File: config.mk
export PLATFORM = sky130hd
export DESIGN_NAME = first_fit_block_run_allocator_flat
export DESIGN_NICKNAME = d
export VERILOG_FILES = /design/src/design/ffbra_pkg.sv /design/src/design/ffbra_req_if.sv /design/src/design/ffbra_rsp_if.sv /design/src/design/first_fit_block_run_allocator.sv /design/src/design/ffbra_div.sv /design/src/design/ffbra_ctrl.sv /design/src/design/ffbra_datapath.sv /design/src/flat_wrapper.sv
export SDC_FILE = /design/constraint.sdc
export NUM_CORES = 1
export LEC_CHECK = 0
export BUFFER_PORTS_ARGS = -buffer_cell sky130_fd_sc_hd__buf_2
export CAP_MARGIN = 10
export CORE_AREA = 2 2 220 222
export DETAILED_ROUTE_END_ITERATION = 16
export DIE_AREA = 0 0 222 224
export GPL_ROUTABILITY_DRIVEN = 0
export MAX_ROUTING_LAYER = met4
export PLACE_DENSITY = 0.76
export SLEW_MARGIN = 10
export SYNTH_ARGS = -nofsm -noshare
export SYNTH_HDL_FRONTEND = slang
export SYNTH_HIERARCHICAL = 1
export SYNTH_SLANG_ARGS = --single-unit
File: constraint.sdc
create_clock -name clk -period 17.3 [get_ports clk]
set_input_delay 4.325 -clock clk [delete_from_list [all_inputs] [get_ports clk]]
set_output_delay 4.325 -clock clk [all_outputs]
set_load 0.02 [all_outputs]
File: src/design/ffbra_pkg.sv
// ----------------------------------------------------------------------------
// ffbra_pkg
// Types, widths and codes shared by the first-fit block run allocator.
// ----------------------------------------------------------------------------
package ffbra_pkg;

    localparam int MAX_BLOCKS_DEFAULT = 64;

    localparam int OPCODE_W     = 1;
    localparam int UNIT_W       = 19;
    localparam int STATUS_W     = 2;
    localparam int BLOCK_SIZE_W = 13;
    localparam int BASE_W       = 16;
    localparam int POOL_W       = 7;
    localparam int CFG_INDEX_W  = 2;
    localparam int CFG_DATA_W   = 16;
    localparam int DIVIDEND_W   = UNIT_W + 1;

    localparam int BLOCK_SIZE_MAX = 4096;
    // Reserved blocks sit on a stride of four, so two index bits decide.
    localparam int RESERVE_LOG2   = 2;

    typedef enum logic [OPCODE_W-1:0] {
        OP_ALLOC   = 1'b0,
        OP_RELEASE = 1'b1
    } opcode_t;

    typedef enum logic [STATUS_W-1:0] {
        ST_OK          = 2'd0,
        ST_UNAVAIL     = 2'd1,
        ST_OUT_OF_POOL = 2'd2
    } status_t;

    typedef enum logic [CFG_INDEX_W-1:0] {
        CFG_BLOCK_SIZE    = 2'd0,
        CFG_BASE_UNIT_ID  = 2'd1,
        CFG_BLOCKS_IN_USE = 2'd2,
        CFG_RESERVE       = 2'd3
    } cfg_index_t;

    // Which quotient a division produces: blocks needed, release start block,
    // release block count.
    typedef enum logic [1:0] {
        DIV_NEED = 2'd0,
        DIV_SBLK = 2'd1,
        DIV_NBLK = 2'd2
    } div_src_t;

    typedef struct packed {
        logic      load_item;
        logic      div_start;
        div_src_t  div_src;
        logic      div_capture;
        div_src_t  div_dst;
        logic      scan_init;
        logic      scan_step;
        logic      calc;
        logic      mark_init_rel;
        logic      mark_step;
        logic      set_status;
        status_t   status_code;
        logic      load_out;
    } cmd_t;

    typedef struct packed {
        logic op_release;
        logic count_zero;
        logic below_base;
        logic div_done;
        logic range_bad;
        logic nblk_zero;
        logic scan_end;
        logic scan_hit;
        logic mark_last;
        logic out_free;
    } stat_t;

endpackage

File: src/design/ffbra_req_if.sv
// ----------------------------------------------------------------------------
// ffbra_req_if
// Request channel: allocate or release transactions with valid/ready.
// ----------------------------------------------------------------------------
interface ffbra_req_if;
    logic                           valid;
    logic                           ready;
    logic [ffbra_pkg::OPCODE_W-1:0] opcode;
    logic [ffbra_pkg::UNIT_W-1:0]   unit_count;
    logic [ffbra_pkg::UNIT_W-1:0]   first_unit;

    modport source (output valid, output opcode, output unit_count, output first_unit,
                    input ready);
    modport sink   (input valid, input opcode, input unit_count, input first_unit,
                    output ready);
endinterface

File: src/design/ffbra_rsp_if.sv
// ----------------------------------------------------------------------------
// ffbra_rsp_if
// Response channel: one result transaction per request, valid/ready.
// ----------------------------------------------------------------------------
interface ffbra_rsp_if;
    logic                           valid;
    logic                           ready;
    logic [ffbra_pkg::STATUS_W-1:0] status;
    logic [ffbra_pkg::UNIT_W-1:0]   start_unit;
    logic [ffbra_pkg::UNIT_W-1:0]   granted_units;

    modport source (output valid, output status, output start_unit, output granted_units,
                    input ready);
    modport sink   (input valid, input status, input start_unit, input granted_units,
                    output ready);
endinterface

File: src/design/first_fit_block_run_allocator.sv
// ----------------------------------------------------------------------------
// first_fit_block_run_allocator
// First-fit allocator of contiguous block runs over a busy map.
// ----------------------------------------------------------------------------
//  Channel  Direction  Transaction
//  req      in         opcode, unit_count, first_unit
//  rsp      out        status, start_unit, granted_units
//  cfg      in         cfg_we, cfg_index, cfg_data (write only)
//
//  One request is in work at a time; all divisions use the shared divider.
//  Allocate: one division, a scan of S blocks (at most the pool size), then
//  N blocks marked. Release: two divisions, a range check, N blocks freed.
//  A zero-unit allocate or a release below the base goes straight to reply.
//  Reset clears the busy map at once; no clearing pass is needed.
//  A pending response waits in its own register, so the next request is
//  taken while rsp is stalled.
// ----------------------------------------------------------------------------
module first_fit_block_run_allocator #(
    parameter int MAX_BLOCKS = ffbra_pkg::MAX_BLOCKS_DEFAULT
) (
    input  logic                              clk,
    input  logic                              rst_n,
    ffbra_req_if.sink                         req,
    ffbra_rsp_if.source                       rsp,
    input  logic                              cfg_we,
    input  logic [ffbra_pkg::CFG_INDEX_W-1:0] cfg_index,
    input  logic [ffbra_pkg::CFG_DATA_W-1:0]  cfg_data
);

    ffbra_pkg::cmd_t  cmd;
    ffbra_pkg::stat_t st;

    ffbra_ctrl u_ctrl (
        .clk      (clk),
        .rst_n    (rst_n),
        .in_valid (req.valid),
        .in_ready (req.ready),
        .st       (st),
        .cmd      (cmd)
    );

    ffbra_datapath #(
        .MAX_BLOCKS (MAX_BLOCKS)
    ) u_datapath (
        .clk           (clk),
        .rst_n         (rst_n),
        .cfg_we        (cfg_we),
        .cfg_index     (cfg_index),
        .cfg_data      (cfg_data),
        .opcode        (req.opcode),
        .unit_count    (req.unit_count),
        .first_unit    (req.first_unit),
        .out_ready     (rsp.ready),
        .out_valid     (rsp.valid),
        .status        (rsp.status),
        .start_unit    (rsp.start_unit),
        .granted_units (rsp.granted_units),
        .cmd           (cmd),
        .st            (st)
    );

endmodule

File: src/design/ffbra_div.sv
// ----------------------------------------------------------------------------
// ffbra_div
// Restoring divider, one quotient bit per cycle, done pulse at the end.
// ----------------------------------------------------------------------------
module ffbra_div #(
    parameter int DIVIDEND_W = ffbra_pkg::DIVIDEND_W,
    parameter int DIVISOR_W  = ffbra_pkg::BLOCK_SIZE_W
) (
    input  logic                  clk,
    input  logic                  rst_n,
    input  logic                  start,
    input  logic [DIVIDEND_W-1:0] dividend,
    input  logic [DIVISOR_W-1:0]  divisor,
    output logic                  done,
    output logic [DIVIDEND_W-1:0] quotient
);

    localparam int CNT_W = $clog2(DIVIDEND_W + 1);

    logic                  busy_reg;
    logic                  done_reg;
    logic [CNT_W-1:0]      cnt_reg;
    logic [DIVIDEND_W-1:0] quo_reg;
    logic [DIVISOR_W:0]    rem_reg;
    logic [DIVISOR_W-1:0]  dsr_reg;

    logic [DIVISOR_W:0]    rem_shift;
    logic                  fits;

    // The remainder stays below the divisor, so its top bit is always zero.
    assign rem_shift = {rem_reg[DIVISOR_W-1:0], quo_reg[DIVIDEND_W-1]};
    assign fits      = rem_shift >= {1'b0, dsr_reg};

    always_ff @(posedge clk or negedge rst_n)
    begin
        if (!rst_n)
        begin
            busy_reg <= 1'b0;
            done_reg <= 1'b0;
            cnt_reg  <= '0;
        end
        else if (start)
        begin
            busy_reg <= 1'b1;
            done_reg <= 1'b0;
            cnt_reg  <= CNT_W'(DIVIDEND_W);
        end
        else if (busy_reg)
        begin
            cnt_reg <= cnt_reg - 1'b1;
            if (cnt_reg == CNT_W'(1))
            begin
                busy_reg <= 1'b0;
                done_reg <= 1'b1;
            end
        end
        else
        begin
            done_reg <= 1'b0;
        end
    end

    always_ff @(posedge clk)
    begin
        if (start)
        begin
            quo_reg <= dividend;
            rem_reg <= '0;
            dsr_reg <= divisor;
        end
        else if (busy_reg)
        begin
            if (fits)
            begin
                rem_reg <= rem_shift - {1'b0, dsr_reg};
                quo_reg <= {quo_reg[DIVIDEND_W-2:0], 1'b1};
            end
            else
            begin
                rem_reg <= rem_shift;
                quo_reg <= {quo_reg[DIVIDEND_W-2:0], 1'b0};
            end
        end
    end

    assign done     = done_reg;
    assign quotient = quo_reg;

endmodule

File: src/design/ffbra_ctrl.sv
// ----------------------------------------------------------------------------
// ffbra_ctrl
// Sequencer: steps each transaction through divide, scan (allocate only), mark and reply.
// ----------------------------------------------------------------------------
module ffbra_ctrl (
    input  logic             clk,
    input  logic             rst_n,
    input  logic             in_valid,
    output logic             in_ready,
    input  ffbra_pkg::stat_t st,
    output ffbra_pkg::cmd_t  cmd
);

    typedef enum logic [8:0] {
        S_IDLE  = 9'b000000001,
        S_START = 9'b000000010,
        S_DIV_A = 9'b000000100,
        S_DIV_B = 9'b000001000,
        S_CHECK = 9'b000010000,
        S_SCAN  = 9'b000100000,
        S_CALC  = 9'b001000000,
        S_MARK  = 9'b010000000,
        S_OUT   = 9'b100000000
    } state_t;

    state_t state_reg;
    state_t state_next;

    always_ff @(posedge clk or negedge rst_n)
    begin
        if (!rst_n)
        begin
            state_reg <= S_IDLE;
        end
        else
        begin
            state_reg <= state_next;
        end
    end

    assign in_ready = (state_reg == S_IDLE);

    always_comb
    begin
        state_next = state_reg;
        cmd        = '0;
        unique case (state_reg)
            S_IDLE:
            begin
                if (in_valid)
                begin
                    cmd.load_item = 1'b1;
                    state_next    = S_START;
                end
            end
            S_START:
            begin
                if (!st.op_release)
                begin
                    if (st.count_zero)
                    begin
                        state_next = S_OUT;
                    end
                    else
                    begin
                        cmd.div_start = 1'b1;
                        cmd.div_src   = ffbra_pkg::DIV_NEED;
                        cmd.scan_init = 1'b1;
                        state_next    = S_DIV_A;
                    end
                end
                else if (st.below_base)
                begin
                    cmd.set_status  = 1'b1;
                    cmd.status_code = ffbra_pkg::ST_OUT_OF_POOL;
                    state_next      = S_OUT;
                end
                else
                begin
                    cmd.div_start = 1'b1;
                    cmd.div_src   = ffbra_pkg::DIV_SBLK;
                    state_next    = S_DIV_A;
                end
            end
            S_DIV_A:
            begin
                if (st.div_done)
                begin
                    cmd.div_capture = 1'b1;
                    if (!st.op_release)
                    begin
                        cmd.div_dst = ffbra_pkg::DIV_NEED;
                        state_next  = S_SCAN;
                    end
                    else
                    begin
                        // The count division starts as the start-block quotient lands.
                        cmd.div_dst   = ffbra_pkg::DIV_SBLK;
                        cmd.div_start = 1'b1;
                        cmd.div_src   = ffbra_pkg::DIV_NBLK;
                        state_next    = S_DIV_B;
                    end
                end
            end
            S_DIV_B:
            begin
                if (st.div_done)
                begin
                    cmd.div_capture = 1'b1;
                    cmd.div_dst     = ffbra_pkg::DIV_NBLK;
                    state_next      = S_CHECK;
                end
            end
            S_CHECK:
            begin
                if (st.range_bad)
                begin
                    cmd.set_status  = 1'b1;
                    cmd.status_code = ffbra_pkg::ST_OUT_OF_POOL;
                    state_next      = S_OUT;
                end
                else if (st.nblk_zero)
                begin
                    state_next = S_OUT;
                end
                else
                begin
                    cmd.mark_init_rel = 1'b1;
                    state_next        = S_MARK;
                end
            end
            S_SCAN:
            begin
                if (st.scan_end)
                begin
                    cmd.set_status  = 1'b1;
                    cmd.status_code = ffbra_pkg::ST_UNAVAIL;
                    state_next      = S_OUT;
                end
                else
                begin
                    cmd.scan_step = 1'b1;
                    if (st.scan_hit)
                    begin
                        state_next = S_CALC;
                    end
                end
            end
            S_CALC:
            begin
                cmd.calc   = 1'b1;
                state_next = S_MARK;
            end
            S_MARK:
            begin
                cmd.mark_step = 1'b1;
                if (st.mark_last)
                begin
                    state_next = S_OUT;
                end
            end
            S_OUT:
            begin
                if (st.out_free)
                begin
                    cmd.load_out = 1'b1;
                    state_next   = S_IDLE;
                end
            end
            default:
            begin
                state_next = S_IDLE;
            end
        endcase
    end

endmodule

File: src/design/ffbra_datapath.sv
// ----------------------------------------------------------------------------
// ffbra_datapath
// Configuration, busy map, divider, run scanner and the result register.
// ----------------------------------------------------------------------------
module ffbra_datapath #(
    parameter int MAX_BLOCKS = ffbra_pkg::MAX_BLOCKS_DEFAULT
) (
    input  logic                              clk,
    input  logic                              rst_n,
    input  logic                              cfg_we,
    input  logic [ffbra_pkg::CFG_INDEX_W-1:0] cfg_index,
    input  logic [ffbra_pkg::CFG_DATA_W-1:0]  cfg_data,
    input  logic [ffbra_pkg::OPCODE_W-1:0]    opcode,
    input  logic [ffbra_pkg::UNIT_W-1:0]      unit_count,
    input  logic [ffbra_pkg::UNIT_W-1:0]      first_unit,
    input  logic                              out_ready,
    output logic                              out_valid,
    output logic [ffbra_pkg::STATUS_W-1:0]    status,
    output logic [ffbra_pkg::UNIT_W-1:0]      start_unit,
    output logic [ffbra_pkg::UNIT_W-1:0]      granted_units,
    input  ffbra_pkg::cmd_t                   cmd,
    output ffbra_pkg::stat_t                  st
);

    localparam int UNIT_W = ffbra_pkg::UNIT_W;
    localparam int BS_W   = ffbra_pkg::BLOCK_SIZE_W;
    localparam int BASE_W = ffbra_pkg::BASE_W;
    localparam int POOL_W = ffbra_pkg::POOL_W;
    localparam int DIV_W  = ffbra_pkg::DIVIDEND_W;
    localparam int CNT_W  = $clog2(MAX_BLOCKS + 1);
    localparam int IDX_W  = (MAX_BLOCKS > 1) ? $clog2(MAX_BLOCKS) : 1;
    localparam int PROD_W = CNT_W + BS_W;
    localparam int SUM_W  = ((PROD_W > BASE_W) ? PROD_W : BASE_W) + 1;
    localparam int RSV_W  = ffbra_pkg::RESERVE_LOG2;

    // Configuration registers.
    logic [BS_W-1:0]   block_size_reg;
    logic [BASE_W-1:0] base_reg;
    logic [POOL_W-1:0] blocks_in_use_reg;
    logic              reserve_reg;

    // Transaction and working registers.
    ffbra_pkg::opcode_t op_reg;
    logic [UNIT_W-1:0]  count_reg;
    logic [UNIT_W-1:0]  first_reg;
    logic [DIV_W-1:0]   need_reg;
    logic [DIV_W-1:0]   sblk_reg;
    logic [DIV_W-1:0]   nblk_reg;
    logic [CNT_W-1:0]   scan_k_reg;
    logic [CNT_W-1:0]   run_reg;
    logic [CNT_W-1:0]   run_start_reg;
    logic [CNT_W-1:0]   mark_k_reg;
    logic [CNT_W-1:0]   mark_end_reg;
    ffbra_pkg::status_t status_reg;
    logic [UNIT_W-1:0]  start_reg;
    logic [UNIT_W-1:0]  granted_reg;
    logic [MAX_BLOCKS-1:0] busy_reg;

    // Result register.
    logic               out_valid_reg;
    ffbra_pkg::status_t out_status_reg;
    logic [UNIT_W-1:0]  out_start_reg;
    logic [UNIT_W-1:0]  out_granted_reg;

    logic [BS_W-1:0]        eff_bs;
    logic [CNT_W-1:0]       pool;
    logic [DIV_W-1:0]       dividend;
    logic                   div_done;
    logic [DIV_W-1:0]       quotient;
    logic [CNT_W+RSV_W-1:0] scan_ext;
    logic                   blk_busy;
    logic                   scan_end;
    logic                   scan_hit;
    logic [CNT_W-1:0]       hit_start;
    logic [PROD_W-1:0]      prod_start;
    logic [PROD_W-1:0]      prod_granted;
    logic [SUM_W-1:0]       start_sum;

    // ---------------- configuration ----------------
    always_ff @(posedge clk or negedge rst_n)
    begin
        if (!rst_n)
        begin
            block_size_reg    <= BS_W'(1);
            base_reg          <= '0;
            blocks_in_use_reg <= '0;
            reserve_reg       <= 1'b0;
        end
        else if (cfg_we)
        begin
            unique case (ffbra_pkg::cfg_index_t'(cfg_index))
                ffbra_pkg::CFG_BLOCK_SIZE:    block_size_reg    <= cfg_data[BS_W-1:0];
                ffbra_pkg::CFG_BASE_UNIT_ID:  base_reg          <= cfg_data[BASE_W-1:0];
                ffbra_pkg::CFG_BLOCKS_IN_USE: blocks_in_use_reg <= cfg_data[POOL_W-1:0];
                ffbra_pkg::CFG_RESERVE:       reserve_reg       <= cfg_data[0];
            endcase
        end
    end

    always_comb
    begin
        if (block_size_reg == '0)
        begin
            eff_bs = BS_W'(1);
        end
        else if (block_size_reg > BS_W'(ffbra_pkg::BLOCK_SIZE_MAX))
        begin
            eff_bs = BS_W'(ffbra_pkg::BLOCK_SIZE_MAX);
        end
        else
        begin
            eff_bs = block_size_reg;
        end
    end

    always_comb
    begin
        if (32'(blocks_in_use_reg) > 32'(MAX_BLOCKS))
        begin
            pool = CNT_W'(MAX_BLOCKS);
        end
        else
        begin
            pool = CNT_W'(blocks_in_use_reg);
        end
    end

    // ---------------- division ----------------
    always_comb
    begin
        case (cmd.div_src)
            ffbra_pkg::DIV_NEED: dividend = DIV_W'(count_reg) + DIV_W'(eff_bs) - DIV_W'(1);
            ffbra_pkg::DIV_SBLK: dividend = DIV_W'(first_reg - UNIT_W'(base_reg));
            default:             dividend = DIV_W'(count_reg);
        endcase
    end

    ffbra_div #(
        .DIVIDEND_W (DIV_W),
        .DIVISOR_W  (BS_W)
    ) u_div (
        .clk      (clk),
        .rst_n    (rst_n),
        .start    (cmd.div_start),
        .dividend (dividend),
        .divisor  (eff_bs),
        .done     (div_done),
        .quotient (quotient)
    );

    // ---------------- run scan ----------------
    assign scan_ext = {{RSV_W{1'b0}}, scan_k_reg};
    assign scan_end = scan_k_reg >= pool;
    assign blk_busy = busy_reg[scan_k_reg[IDX_W-1:0]]
                   || (reserve_reg && (scan_ext[RSV_W-1:0] == '0));
    assign scan_hit = !scan_end && !blk_busy && ((DIV_W'(run_reg) + DIV_W'(1)) >= need_reg);
    assign hit_start = (run_reg == '0) ? scan_k_reg : run_start_reg;

    // The hit guarantees the block count is no larger than the pool.
    assign prod_start   = PROD_W'(run_start_reg) * PROD_W'(eff_bs);
    assign prod_granted = PROD_W'(need_reg[CNT_W-1:0]) * PROD_W'(eff_bs);
    assign start_sum    = SUM_W'(prod_start) + SUM_W'(base_reg);

    always_ff @(posedge clk)
    begin
        if (cmd.load_item)
        begin
            op_reg    <= ffbra_pkg::opcode_t'(opcode);
            count_reg <= unit_count;
            first_reg <= first_unit;
        end

        if (cmd.div_capture)
        begin
            case (cmd.div_dst)
                ffbra_pkg::DIV_NEED: need_reg <= quotient;
                ffbra_pkg::DIV_SBLK: sblk_reg <= quotient;
                default:             nblk_reg <= quotient;
            endcase
        end

        if (cmd.scan_init)
        begin
            scan_k_reg <= '0;
            run_reg    <= '0;
        end
        else if (cmd.scan_step && !scan_end)
        begin
            scan_k_reg <= scan_k_reg + 1'b1;
            if (blk_busy)
            begin
                run_reg <= '0;
            end
            else
            begin
                run_reg       <= run_reg + 1'b1;
                run_start_reg <= hit_start;
            end
        end

        if (cmd.scan_step && scan_hit)
        begin
            mark_k_reg   <= hit_start;
            mark_end_reg <= scan_k_reg;
        end
        else if (cmd.mark_init_rel)
        begin
            mark_k_reg   <= CNT_W'(sblk_reg);
            mark_end_reg <= CNT_W'(sblk_reg + nblk_reg - DIV_W'(1));
        end
        else if (cmd.mark_step)
        begin
            mark_k_reg <= mark_k_reg + 1'b1;
        end

        if (cmd.load_item)
        begin
            status_reg  <= ffbra_pkg::ST_OK;
            start_reg   <= '0;
            granted_reg <= '0;
        end
        else
        begin
            if (cmd.set_status)
            begin
                status_reg <= cmd.status_code;
            end
            if (cmd.calc)
            begin
                start_reg   <= UNIT_W'(start_sum);
                granted_reg <= UNIT_W'(prod_granted);
            end
        end
    end

    // ---------------- busy map ----------------
    always_ff @(posedge clk or negedge rst_n)
    begin
        if (!rst_n)
        begin
            busy_reg <= '0;
        end
        else if (cmd.mark_step)
        begin
            busy_reg[mark_k_reg[IDX_W-1:0]] <= (op_reg == ffbra_pkg::OP_ALLOC);
        end
    end

    // ---------------- result register ----------------
    always_ff @(posedge clk or negedge rst_n)
    begin
        if (!rst_n)
        begin
            out_valid_reg <= 1'b0;
        end
        else if (cmd.load_out)
        begin
            out_valid_reg <= 1'b1;
        end
        else if (out_ready)
        begin
            out_valid_reg <= 1'b0;
        end
    end

    always_ff @(posedge clk)
    begin
        if (cmd.load_out)
        begin
            out_status_reg  <= status_reg;
            out_start_reg   <= start_reg;
            out_granted_reg <= granted_reg;
        end
    end

    assign out_valid     = out_valid_reg;
    assign status        = out_status_reg;
    assign start_unit    = out_start_reg;
    assign granted_units = out_granted_reg;

    // ---------------- status to the sequencer ----------------
    always_comb
    begin
        st            = '0;
        st.op_release = (op_reg == ffbra_pkg::OP_RELEASE);
        st.count_zero = (count_reg == '0);
        st.below_base = (first_reg < UNIT_W'(base_reg));
        st.div_done   = div_done;
        st.range_bad  = (sblk_reg > DIV_W'(pool)) || (nblk_reg > (DIV_W'(pool) - sblk_reg));
        st.nblk_zero  = (nblk_reg == '0);
        st.scan_end   = scan_end;
        st.scan_hit   = scan_hit;
        st.mark_last  = (mark_k_reg == mark_end_reg);
        st.out_free   = !out_valid_reg || out_ready;
    end

endmodule

File: src/flat_wrapper.sv
// flat-port wrapper written by rule: the top's interface ports become plain ports
module first_fit_block_run_allocator_flat 
#(
    parameter int MAX_BLOCKS = ffbra_pkg::MAX_BLOCKS_DEFAULT
)
  (clk, rst_n, cfg_we, cfg_index, cfg_data, req_valid, req_opcode, req_unit_count, req_first_unit, req_ready, rsp_valid, rsp_status, rsp_start_unit, rsp_granted_units, rsp_ready);
  ffbra_req_if req_i ();
  ffbra_rsp_if rsp_i ();
  input  logic clk;
  input  logic rst_n;
  input  logic cfg_we;
  input  logic [ffbra_pkg::CFG_INDEX_W-1:0] cfg_index;
  input  logic [ffbra_pkg::CFG_DATA_W-1:0] cfg_data;
  input wire logic [$bits(req_i.valid)-1:0] req_valid;
  input wire logic [$bits(req_i.opcode)-1:0] req_opcode;
  input wire logic [$bits(req_i.unit_count)-1:0] req_unit_count;
  input wire logic [$bits(req_i.first_unit)-1:0] req_first_unit;
  output wire logic [$bits(req_i.ready)-1:0] req_ready;
  output wire logic [$bits(rsp_i.valid)-1:0] rsp_valid;
  output wire logic [$bits(rsp_i.status)-1:0] rsp_status;
  output wire logic [$bits(rsp_i.start_unit)-1:0] rsp_start_unit;
  output wire logic [$bits(rsp_i.granted_units)-1:0] rsp_granted_units;
  input wire logic [$bits(rsp_i.ready)-1:0] rsp_ready;
  assign req_i.valid = req_valid;
  assign req_i.opcode = req_opcode;
  assign req_i.unit_count = req_unit_count;
  assign req_i.first_unit = req_first_unit;
  assign req_ready = req_i.ready;
  assign rsp_valid = rsp_i.valid;
  assign rsp_status = rsp_i.status;
  assign rsp_start_unit = rsp_i.start_unit;
  assign rsp_granted_units = rsp_i.granted_units;
  assign rsp_i.ready = rsp_ready;
  first_fit_block_run_allocator #(.MAX_BLOCKS(MAX_BLOCKS)) u_core (.clk(clk), .rst_n(rst_n), .req(req_i), .rsp(rsp_i), .cfg_we(cfg_we), .cfg_index(cfg_index), .cfg_data(cfg_data));
endmodule
==> results of run 1 <==
## power by group through the flow
stage | sequential [mW] | combinational [mW] | clock, mW
after floorplan | 1.19 | 1.65 | 0
after global placement | 1.25 | 2.03 | 0
after detailed placement | 1.26 | 2.10 | 0
after CTS | 1.24 | 2.12 | 0.981
after global routing | 1.26 | 2.39 | 1.02
final | 1.25 | 2.14 | 0.963
## worst max-delay path by stage
stage,startpoint,cells after the start,endpoint
detailed placement,u_core/u_datapath/block_size_reg[12]$_DFFE_PN0P_,18,u_core/u_datapath/granted_reg[16]$_SDFFE_PP0P_
global placement,u_core/u_datapath/block_size_reg[12]$_DFFE_PN0P_,18,u_core/u_datapath/granted_reg[16]$_SDFFE_PP0P_
finish,u_core/u_ctrl/state_reg[8]$_DFFE_PN0P_,5,req_ready
global route,u_core/u_datapath/block_size_reg[9]$_DFFE_PN0P_,20,u_core/u_datapath/start_reg[18]$_SDFFE_PP0P_
floorplan,req_valid,6,u_core/u_datapath/start_reg[17]$_SDFFE_PP0P_
CTS,u_core/u_ctrl/state_reg[8]$_DFFE_PN0P_,5,req_ready
## per-stage QoR
stage | area [sq um] | setup WS [ns] | total power [mW] | hold WS [ns]
final | 28480 | 10.66 | 4.350 | 0.4267
after global routing | 28470 | 10.46 | 4.667 | 0.4316
after CTS | 28450 | 10.61 | 4.343 | 0.4288
after detailed placement | 26950 | 11.02 | 3.358 | 0.4147
after global placement | 26950 | 11.19 | 3.280 | 0.4152
after floorplan | 25880 | 9.848 | 2.847 | 0.4076
## placed cells by master, fill, tap and decap left out, types with 42 or more instances in the layout
cell / Yosys / final
and2_1: 69 / 69
nor2_1: 246 / 243
buf_2: 3 / 102
a21oi_1: 140 / 140
a31oi_1: 56 / 56
dfxtp_1: 67 / 67
mux2_2: 62 / 62
dfrtp_1: 116 / 116
fa_1: 127 / 127
ha_1: 196 / 196
o21ai_0: 76 / 76
xnor2_1: 72 / 72
clkbuf_16: 0 / 42
nand2_1: 161 / 161
inv_1: 324 / 324
edfxtp_1: 193 / 193
## metal layers
layer / vias up / GRT usage / part of all wire
met5: - / - / 0
met3: 169 / 0.05850 / 0.080
met2: 785 / 0.4300 / 0.47
met1: 9543 / 0.3425 / 0.41
met4: 0 / 0.1031 / 0.038
li1: 9030 / - / -
## cells by family after synthesis
kind of cell               Yosys count  synth area share
xor gates and xnor gates           107           0.03621
adders and majority gates          323            0.1930
AOI/OAI and AO/OA                  463            0.1157
buffers and inverters              433           0.06425
and+or+nand+nor                    740            0.1407
muxes                              125           0.06014
DFF                                378            0.3900
## cell type report
class	count	area [sq um]
Sequential cell	378	10090
Multi-Input combinational cell	1758	14160
Tap cell	615	769.5
Clock inverter	27	389.1
Fill cell	3791	18870
Antenna cell	1	2.502
Timing Repair Buffer	129	720.7
Clock buffer	49	1107
Inverter	328	1231
==> results by group, run 1 <==
Outcome
  – Status: finished, final reports clean

STA
  – Min cycle time layout: 6.641 ns
  – Setup_tns: 0 ns
  – Fmax: 0.1506 GHz
  – Max-slew violation count: 0
  – Final period util: 0.3839
  – Unrepaired setup endpoints after global routing: no
  – Clock Skew: 0.01822 ns
  – Worst-margin pin slew: 1.220 ns
  – Final hold violations: 0
  – Final setup vio count: 0
  – Slew HR: 0.1836

Synthesis
  – FF+latch count, synth: 378
  – Synth top area cells: edfxtp_1 22%, dfrtp_1 11%, fa_1 9.8%, ha_1 9.5%, dfxtp_1 5.2%
  – EDFF count, synth: 193
  – Syn Area/Cell: 10.07 sq um
  – Post-synth top flop: edfxtp_1
  – Biggest area consumer among synthesized cells: edfxtp_1
  – Register area share after synthesis: 0.3900
  – Syn Inst Count: 2569
  – Most common cell in the netlist: inv_1
  – FFs w/ async S/R, synth: 0.3122
  – Yosys top cell area share: 0.2239
  – Post-synth top cells: 324 x inv_1, 246 x nor2_1, 196 x ha_1, 193 x edfxtp_1, 161 x nand2_1
  – Syn. warnings: 6
  – Netlist cell types: 87
  – Synth Cell Area: 0.02588 sq mm
  – Syn Nets: 2954

Floorplan
  – # rows: 80
  – Top Ports: 104
  – CORE AREA: 0.04735 sq mm
  – DIE AREA: 0.04973 sq mm
  – Die width: 222 microns
  – Die Span Y: 224 microns
  – Initial Utilization: 0.5466

Power and ir drop
  – P_leak: 12.57 nW
  – P_int: 2.580 mW
  – Switching Power: 1.770 mW
  – Sequential power share: 0.287
  – Power density cells: 152.7 mW/mm^2
  – Combinational share of power: 0.492
  – Peak VDD IR: 0.0001103 V
  – Switching share of total power: 0.4069
  – Clock power frac: 0.221

Place
  – Hpwl dp: 48.62 mm
  – DP Cell Count: 3206
  – Port-buffer cells: 103

Global route
  – GRT Resource Usage Total: 0.2711
  – Largest net degree at the start of global routing: 70
  – Gr ovfl total: 0
  – First-pass GRT wire length: 102.7 mm
  – Initial antenna violation count: 0
  – Vias in the first global route: 19301

Route
  – Final ANT Viol Nets: 0
  – Vias per cell: 5.944
  – WL per Instance: 19.84 microns
  – Via Count: 19527
  – Final WL: 65.17 mm
  – First DRT Iteration DRCs: 1839
  – Drt pass-1 iters: 6
  – Drc violations: 0

Critical path
  – Crit Path Class: reg -> out
  – CP delay by family, top: simple AND/OR/NAND/NOR gates
  – R2R Path End: u_core/u_datapath/granted_reg[16]$_SDFFE_PP0P_
  – CP max stage cell: or3_1
  – CP required: 12.98 ns
  – Crit path DAT: 2.32 ns
  – Flop-to-flop setup slack: 10.87 ns
  – Crit path capture type: output port
  – Delay of the slowest cell on the worst path: 0.51 ns
  – Worst path buffer plus inverter count: 2
  – Worst-path fanout max: 7
  – FF-to-FF Start: u_core/u_datapath/block_size_reg[12]$_DFFE_PN0P_
  – Critical path, cell by cell: or3_1 -> nor4_1 -> nand3_1 -> inv_1 -> buf_2
  – Reg2reg path depth: 18
  – Startpoint types: flip-flop

Clock network
  – Clock transition at the registers of the reported paths: 0.06 ns
  – Clock Root Buffer: clkbuf_16
  – Worst skew pair latency: 0.58 ns
  – Cts bufs inserted: 41
  – Max clock buf depth: 3
  – CTS tree: done
  – Hold-fix buffers, CTS: 0
  – H-tree levels: 2
  – Clock Sinks: 378
  – Setup Buffers After CTS: 0
  – Post-CTS Resized: 0

Layout
  – Nets@finish: 3021
  – Fin cells: 3285
  – Final core occ: 0.6015
  – Area Growth Syn to Fin: 10.04%
  – Share of layout cells above drive strength 1: 0.1206
  – Largest register FFs: 64

Hold path
  – Worst Hold End: u_core/u_datapath/granted_units[5]$_DFFE_PP_
  – Worst hold path startpoint: u_core/u_datapath/granted_reg[5]$_SDFFE_PP0P_
  – Hold depth: 0
  – Class of the tightest hold or removal check: reg -> reg

Run
  – Max_cap viols: 0
(Power assumes the default switching activity.)
==> inputs of run 2 (changes only) <==
==> constraint.sdc (replaced) <==
create_clock -name clk -period 6.3 [get_ports clk]
set_input_delay 1.575 -clock clk [delete_from_list [all_inputs] [get_ports clk]]
set_output_delay 1.575 -clock clk [all_outputs]
set_load 0.02 [all_outputs]
==> run 2 against run 1 <==
Clock power grew to 2.7 times the previous value. Global-route usage is 0.34 points higher. Cell area hardly changed. First-iteration DRC count is 1.6% higher. Wire length is 1.1% higher. Register-to-register slack worse by 10 ns. Power grew to 2.7 times the previous value. Utilization hardly changed. Highest routed layer unchanged.
==> results by group, run 2 (synthesis gave the netlist of run 1 again) <==
Critical path
  – CP required: 6.71 ns
  – Reg2reg path depth: 18
  – Flop-to-flop setup slack: 0.38 ns
  – Crit path capture type: flip-flop
  – Crit Path Class: reg -> reg
  – R2R Path End: u_core/u_datapath/granted_reg[16]$_SDFFE_PP0P_
  – Worst-path fanout max: 11
  – Startpoint types: flip-flop
  – FF-to-FF Start: u_core/u_datapath/block_size_reg[12]$_DFFE_PN0P_
  – Crit path DAT: 6.33 ns

Layout
  – Most common cell after layout, fill and taps aside: inv_1
  – Reg area: 0.01009 sq mm
  – Nets@finish: 3028
  – Final Instance Area: 0.02849 sq mm
  – Antenna diode count: 0
  – Area taken by multi-input logic gates: 0.01416 sq mm
  – Share of layout cells above drive strength 1: 0.1229
  – Most frequent cells in the layout: 324 x inv_1, 243 x nor2_1, 196 x ha_1
  – Largest register FFs: 64
  – Fillers: 3771
  – Area Growth Syn to Fin: 10.09%

Clock network
  – Clock Root Buffer: clkbuf_16
  – Cts bufs inserted: 41
  – CTS tree: done
  – H-tree levels: 2
  – Worst skew pair latency: 0.57 ns
  – Clock transition at the registers of the reported paths: 0.06 ns
  – Clock Sinks: 378
  – Max clock buf depth: 3

STA
  – Unrepaired setup endpoints after global routing: no
  – Final hold violations: 0
  – Fmax: 0.1690 GHz
  – Hold WS: 0.4310 ns
  – Min cycle time layout: 5.917 ns
  – Clock Skew: 0.01942 ns
  – Max-slew violation count: 0
  – Final setup vio count: 0
  – Worst-margin pin slew: 1.216 ns
  – Slew HR: 0.1867
  – Setup_tns: 0 ns
  – Final period util: 0.9392

Hold path
  – Class of the tightest hold or removal check: reg -> reg
  – Worst Hold End: u_core/u_datapath/granted_units[16]$_DFFE_PP_
  – Hold depth: 0
  – Worst hold path startpoint: u_core/u_datapath/granted_reg[16]$_SDFFE_PP0P_

Global route
  – Vias in the first global route: 19579
  – Initial antenna violation count: 0
  – First-pass GRT wire length: 104.8 mm
  – GRT Resource Usage Total: 0.2744
  – Largest net degree at the start of global routing: 79
  – Gr ovfl total: 0

Power and ir drop
  – Power density cells: 418.4 mW/mm^2
  – Peak VDD IR: 0.0003136 V
  – P_leak: 12.60 nW

Route
  – Final WL: 65.89 mm
  – Drt pass-1 iters: 8
  – Vias per cell: 5.949
  – WL per Instance: 20.02 microns
  – Drc violations: 0
  – First DRT Iteration DRCs: 1869
  – Final ANT Viol Nets: 0
  – Via Count: 19577

Floorplan
  – Die width: 222 microns
  – Initial Utilization: 0.5466
  – # rows: 80
  – Die Span Y: 224 microns
  – Top Ports: 104
  – DIE AREA: 0.04973 sq mm
  – CORE AREA: 0.04735 sq mm

Place
  – Port-buffer cells: 103
  – Hpwl dp: 49.76 mm
  – Dpl cell area: 0.02701 sq mm

Outcome
  – Status: finished, final reports clean

Run
  – Max_cap viols: 0
[run 2: per-stage QoR]
stage	utilization	instances	worst slack [ns]	power [mW]
after detailed placement	0.5705	3214	0.5172	9.247
after CTS	0.6014	3290	0.4700	11.90
after global routing	0.6018	3291	0.06647	12.80
after global placement	0.5705	3214	0.6491	9.045
after floorplan	-	2569	0.8745	7.817
final	0.6018	3291	0.3830	11.92
[run 2: metal layers]
layer	global-route usage	up-vias	routed length, microns
met1	0.3475	9513	26850
met5	-	-	0
met4	0.1081	0	2534
met3	0.05470	175	5385
met2	0.4363	869	31120
li1	-	9020	-
[run 2: worst max-delay path: stages, from the launching register on]
cell      delay, ns
dfrtp_1        0.51
nor2b_1        0.64
inv_1          0.32
nor2_1         0.22
fa_1           0.43
fa_1           0.47
fa_1           0.55
inv_1          0.06
fa_1           0.53
inv_1          0.04
ha_1           0.20
or3_1          0.41
o21bai_1       0.20
a311oi_1       0.41
o21ai_0        0.13
a21o_1         0.21
a31oi_1        0.19
or4_1          0.13
o311ai_0       0.11
[run 2: area by class of cell]
| class | count | share of cell area |
|---|---|---|
| multi-input combinational | 1758 | 0.4971 |
| sequential | 378 | 0.3542 |
| inverter | 328 | 0.04321 |
| clock buffer | 50 | 0.04089 |
| timing repair buffer | 136 | 0.02701 |
| tap | 615 | 0.02701 |
| clock inverter | 26 | 0.01054 |
[run 2: where the power goes]
group	switching [mW]	leakage, nW	internal [mW]
Combinational	3.49	8.01	2.44
Clock	1.03	0.713	1.57
Sequential	0.332	3.88	3.06
[run 2: worst max path at each step]
stage                                                                 from                                        endpoint  cells after the start
after floorplan            u_core/u_datapath/block_size_reg[9]$_DFFE_PN0P_  u_core/u_datapath/granted_reg[16]$_SDFFE_PP0P_                     21
after global placement    u_core/u_datapath/block_size_reg[12]$_DFFE_PN0P_    u_core/u_datapath/start_reg[18]$_SDFFE_PP0P_                     18
after detailed placement  u_core/u_datapath/block_size_reg[12]$_DFFE_PN0P_  u_core/u_datapath/granted_reg[16]$_SDFFE_PP0P_                     18
after CTS                 u_core/u_datapath/block_size_reg[12]$_DFFE_PN0P_    u_core/u_datapath/start_reg[18]$_SDFFE_PP0P_                     18
after global routing      u_core/u_datapath/block_size_reg[12]$_DFFE_PN0P_  u_core/u_datapath/granted_reg[16]$_SDFFE_PP0P_                     18
final                     u_core/u_datapath/block_size_reg[12]$_DFFE_PN0P_  u_core/u_datapath/granted_reg[16]$_SDFFE_PP0P_                     18
[run 2: what timing repair did]
action / 4_1_cts / 5_1_grt
setup endpoints to repair: 0 / 2
setup buffers: 0 / 0
resized for setup: 0 / 2
hold buffers: 0 / 0
endpoints found under the hold margin: 0 / 0
==> inputs of run 3 (changes only) <==
--- a/config.mk
+++ b/config.mk
@@ -7,12 +7,12 @@
 export LEC_CHECK = 0
 export BUFFER_PORTS_ARGS = -buffer_cell sky130_fd_sc_hd__buf_2
 export CAP_MARGIN = 10
-export CORE_AREA = 2 2 220 222
+export CORE_AREA = 2 2 275 277
 export DETAILED_ROUTE_END_ITERATION = 16
-export DIE_AREA = 0 0 222 224
+export DIE_AREA = 0 0 277 279
 export GPL_ROUTABILITY_DRIVEN = 0
 export MAX_ROUTING_LAYER = met4
-export PLACE_DENSITY = 0.76
+export PLACE_DENSITY = 0.54
 export SLEW_MARGIN = 10
 export SYNTH_ARGS = -nofsm -noshare
 export SYNTH_HDL_FRONTEND = slang
==> run 3 against run 2 <==
Utilization fell by 21 points. Sequential cell count did not move. Global-route usage shrank 8.8 points. Cell area increased by 1.4%. Highest routed layer unchanged.
==> results by group, run 3 (synthesis gave the netlist of run 1 again) <==
Run
  – Max_cap viols: 0

Floorplan
  – # rows: 100
  – Initial Utilization: 0.3494
  – Top Ports: 104
  – Die width: 277 microns
  – Die Span Y: 279 microns
  – CORE AREA: 0.07407 sq mm
  – DIE AREA: 0.07728 sq mm

STA
  – Min cycle time layout: 5.840 ns
  – Clock Skew: 0.02876 ns
  – Worst-margin pin slew: 1.215 ns
  – Final hold violations: 0
  – Unrepaired setup endpoints after global routing: no
  – Final period util: 0.9269
  – Final setup vio count: 0
  – Slew HR: 0.1898
  – Fmax: 0.1712 GHz
  – Setup_tns: 0 ns
  – Max-slew violation count: 0

Clock network
  – Max clock buf depth: 3
  – Setup Buffers After CTS: 0
  – CTS tree: done
  – Clock Root Buffer: clkbuf_16
  – Clock Sinks: 378
  – Worst skew pair latency: 0.61 ns
  – H-tree levels: 2
  – Clock transition at the registers of the reported paths: 0.06 ns
  – Cts bufs inserted: 43

Critical path
  – Reg2reg path depth: 21
  – CP required: 6.75 ns
  – Worst-path fanout max: 12
  – Crit Path Class: reg -> reg
  – Crit path capture type: flip-flop
  – Delay of the slowest cell on the worst path: 0.55 ns
  – Crit path DAT: 6.29 ns
  – CP max stage cell: fa_1
  – Critical path, cell by cell: nor4_1 -> a31oi_1 -> nor2_1 -> buf_4 -> nand2_1 -> fa_1 -> fa_1 -> inv_1 -> fa_1 -> inv_1 -> fa_1 -> inv_1 -> ha_1 -> o21ai_0 -> a21oi_1 -> o21ai_0 -> o21ai_0 -> a311oi_1 -> o311ai_0 -> mux2i_1 -> a31oi_1
  – Most common cell on crit path: fa_1
  – Startpoint types: flip-flop

Global route
  – Initial antenna violation count: 4
  – GRT Resource Usage Total: 0.1860
  – Vias in the first global route: 19170
  – Gr ovfl total: 0
  – First-pass GRT wire length: 109.1 mm
  – Largest net degree at the start of global routing: 71

Route
  – WL per Instance: 19.25 microns
  – Final ANT Viol Nets: 0
  – Final WL: 70.39 mm
  – Drc violations: 0
  – Via Count: 19062
  – First DRT Iteration DRCs: 1225
  – Vias per cell: 5.214
  – Drt pass-1 iters: 5

Power and ir drop
  – Clock power frac: 0.209
  – Tot Pwr: 11.84 mW
  – Switching Power: 4.956 mW
  – Power density cells: 410.0 mW/mm^2
  – Combinational share of power: 0.503
  – P_int: 6.888 mW
  – Switching share of total power: 0.4184
  – Sequential power share: 0.288
  – Peak VDD IR: 0.0002444 V
  – P_leak: 12.57 nW

Layout
  – Most frequent cells in the layout: 324 x inv_1, 243 x nor2_1, 196 x ha_1
  – Area Growth Syn to Fin: 11.63%
  – Share of layout cells above drive strength 1: 0.1215
  – Most common cell after layout, fill and taps aside: inv_1
  – Nets@finish: 3035
  – Largest register FFs: 64

Hold path
  – Class of the tightest hold or removal check: reg -> reg
  – Hold depth: 0

Place
  – Port-buffer cells: 103
  – Hpwl dp: 54.30 mm

Outcome
  – Status: finished, final reports clean
## run 3: cell types whose count changed in the layout (fill, tap and decap cells not counted), sizes merged
cell	before	now
buf	136	141
clkinvlp	4	3
clkinv	16	15
inv	328	329
bufinv	6	2
clkbuf	50	58
diode	0	3
## run 3: path summary, 6_finish.rpt
kind                                                            startpoint  slack, ns                                               to
max                        u_core/u_datapath/block_size_reg[9]$_DFFE_PN0P_       0.46     u_core/u_datapath/start_reg[18]$_SDFFE_PP0P_
min                         u_core/u_datapath/granted_reg[15]$_SDFFE_PP0P_       0.42    u_core/u_datapath/granted_units[15]$_DFFE_PP_
max reg2reg                u_core/u_datapath/block_size_reg[9]$_DFFE_PN0P_       0.46     u_core/u_datapath/start_reg[18]$_SDFFE_PP0P_
min reg2reg                 u_core/u_datapath/granted_reg[15]$_SDFFE_PP0P_       0.42    u_core/u_datapath/granted_units[15]$_DFFE_PP_
max in group asynchronous                                            rst_n       3.94  u_core/u_datapath/block_size_reg[1]$_DFFE_PN0P_
min in group asynchronous                                            rst_n       1.10       u_core/u_datapath/busy_reg[18]$_DFFE_PN0P_
## run 3: layout make-up
cell class,count,area (sq um)
fillers,7278,45180
repair buffers,141,803.3
clock inverters,21,237.7
clock buffers,58,1142
multi-input cells,1758,14160
flip-flops and latches,378,10090
well taps,969,1212
inverters,328,1231
diodes,3,7.507
## run 3: what timing repair did
action,4_1_cts,5_1_grt
hold buffers,0,0
resized for setup,0,1
setup endpoints to repair,0,1
## run 3: layer usage
layer / routed length (microns) / up-vias / global-route usage / share of wire
li1: - / 9051 / - / -
met1: 31490 / 9313 / 0.2418 / 0.45
met2: 32410 / 577 / 0.2935 / 0.46
met3: 4497 / 121 / 0.03732 / 0.064
met4: 1987 / 0 / 0.05574 / 0.028
met5: 0 / - / - / 0
## run 3: worst max-delay path, delay by kind of cell (launching register included)
kind                     cells  cell delay, ns
AND/OR/NAND/NOR              3            0.53
multiplexers                 1            0.24
flip-flops                   1            0.39
buffers and inverters        4            0.34
adder cells (fa/ha/maj)      5            2.43
AO/OA/AOI/OAI                8            1.74
## run 3: through the flow
step / util / std cells / area [sq um] / setup slack (ns) / hold WS, ns
floorplan: - / 2569 / 25880 / 0.8745 / 0.4076
global placement: 0.3713 / 3574 / 27500 / 0.5344 / 0.4129
detailed placement: 0.3713 / 3574 / 27500 / 0.3926 / 0.4168
CTS: 0.3899 / 3653 / 28880 / 0.3522 / 0.4219
global route: 0.3900 / 3656 / 28890 / 0.1105 / 0.4396
finish: 0.3900 / 3656 / 28890 / 0.4604 / 0.4210
## run 3: power by group through the flow
stage                     Combinational [mW]  Sequential (mW)  Clock [mW]
after floorplan                         4.54             3.28           0
after global placement                  5.87             3.45           0
after detailed placement                5.94             3.46           0
after CTS                               5.99             3.41        2.54
after global routing                    6.69             3.45        2.63
final                                   5.96             3.41        2.47
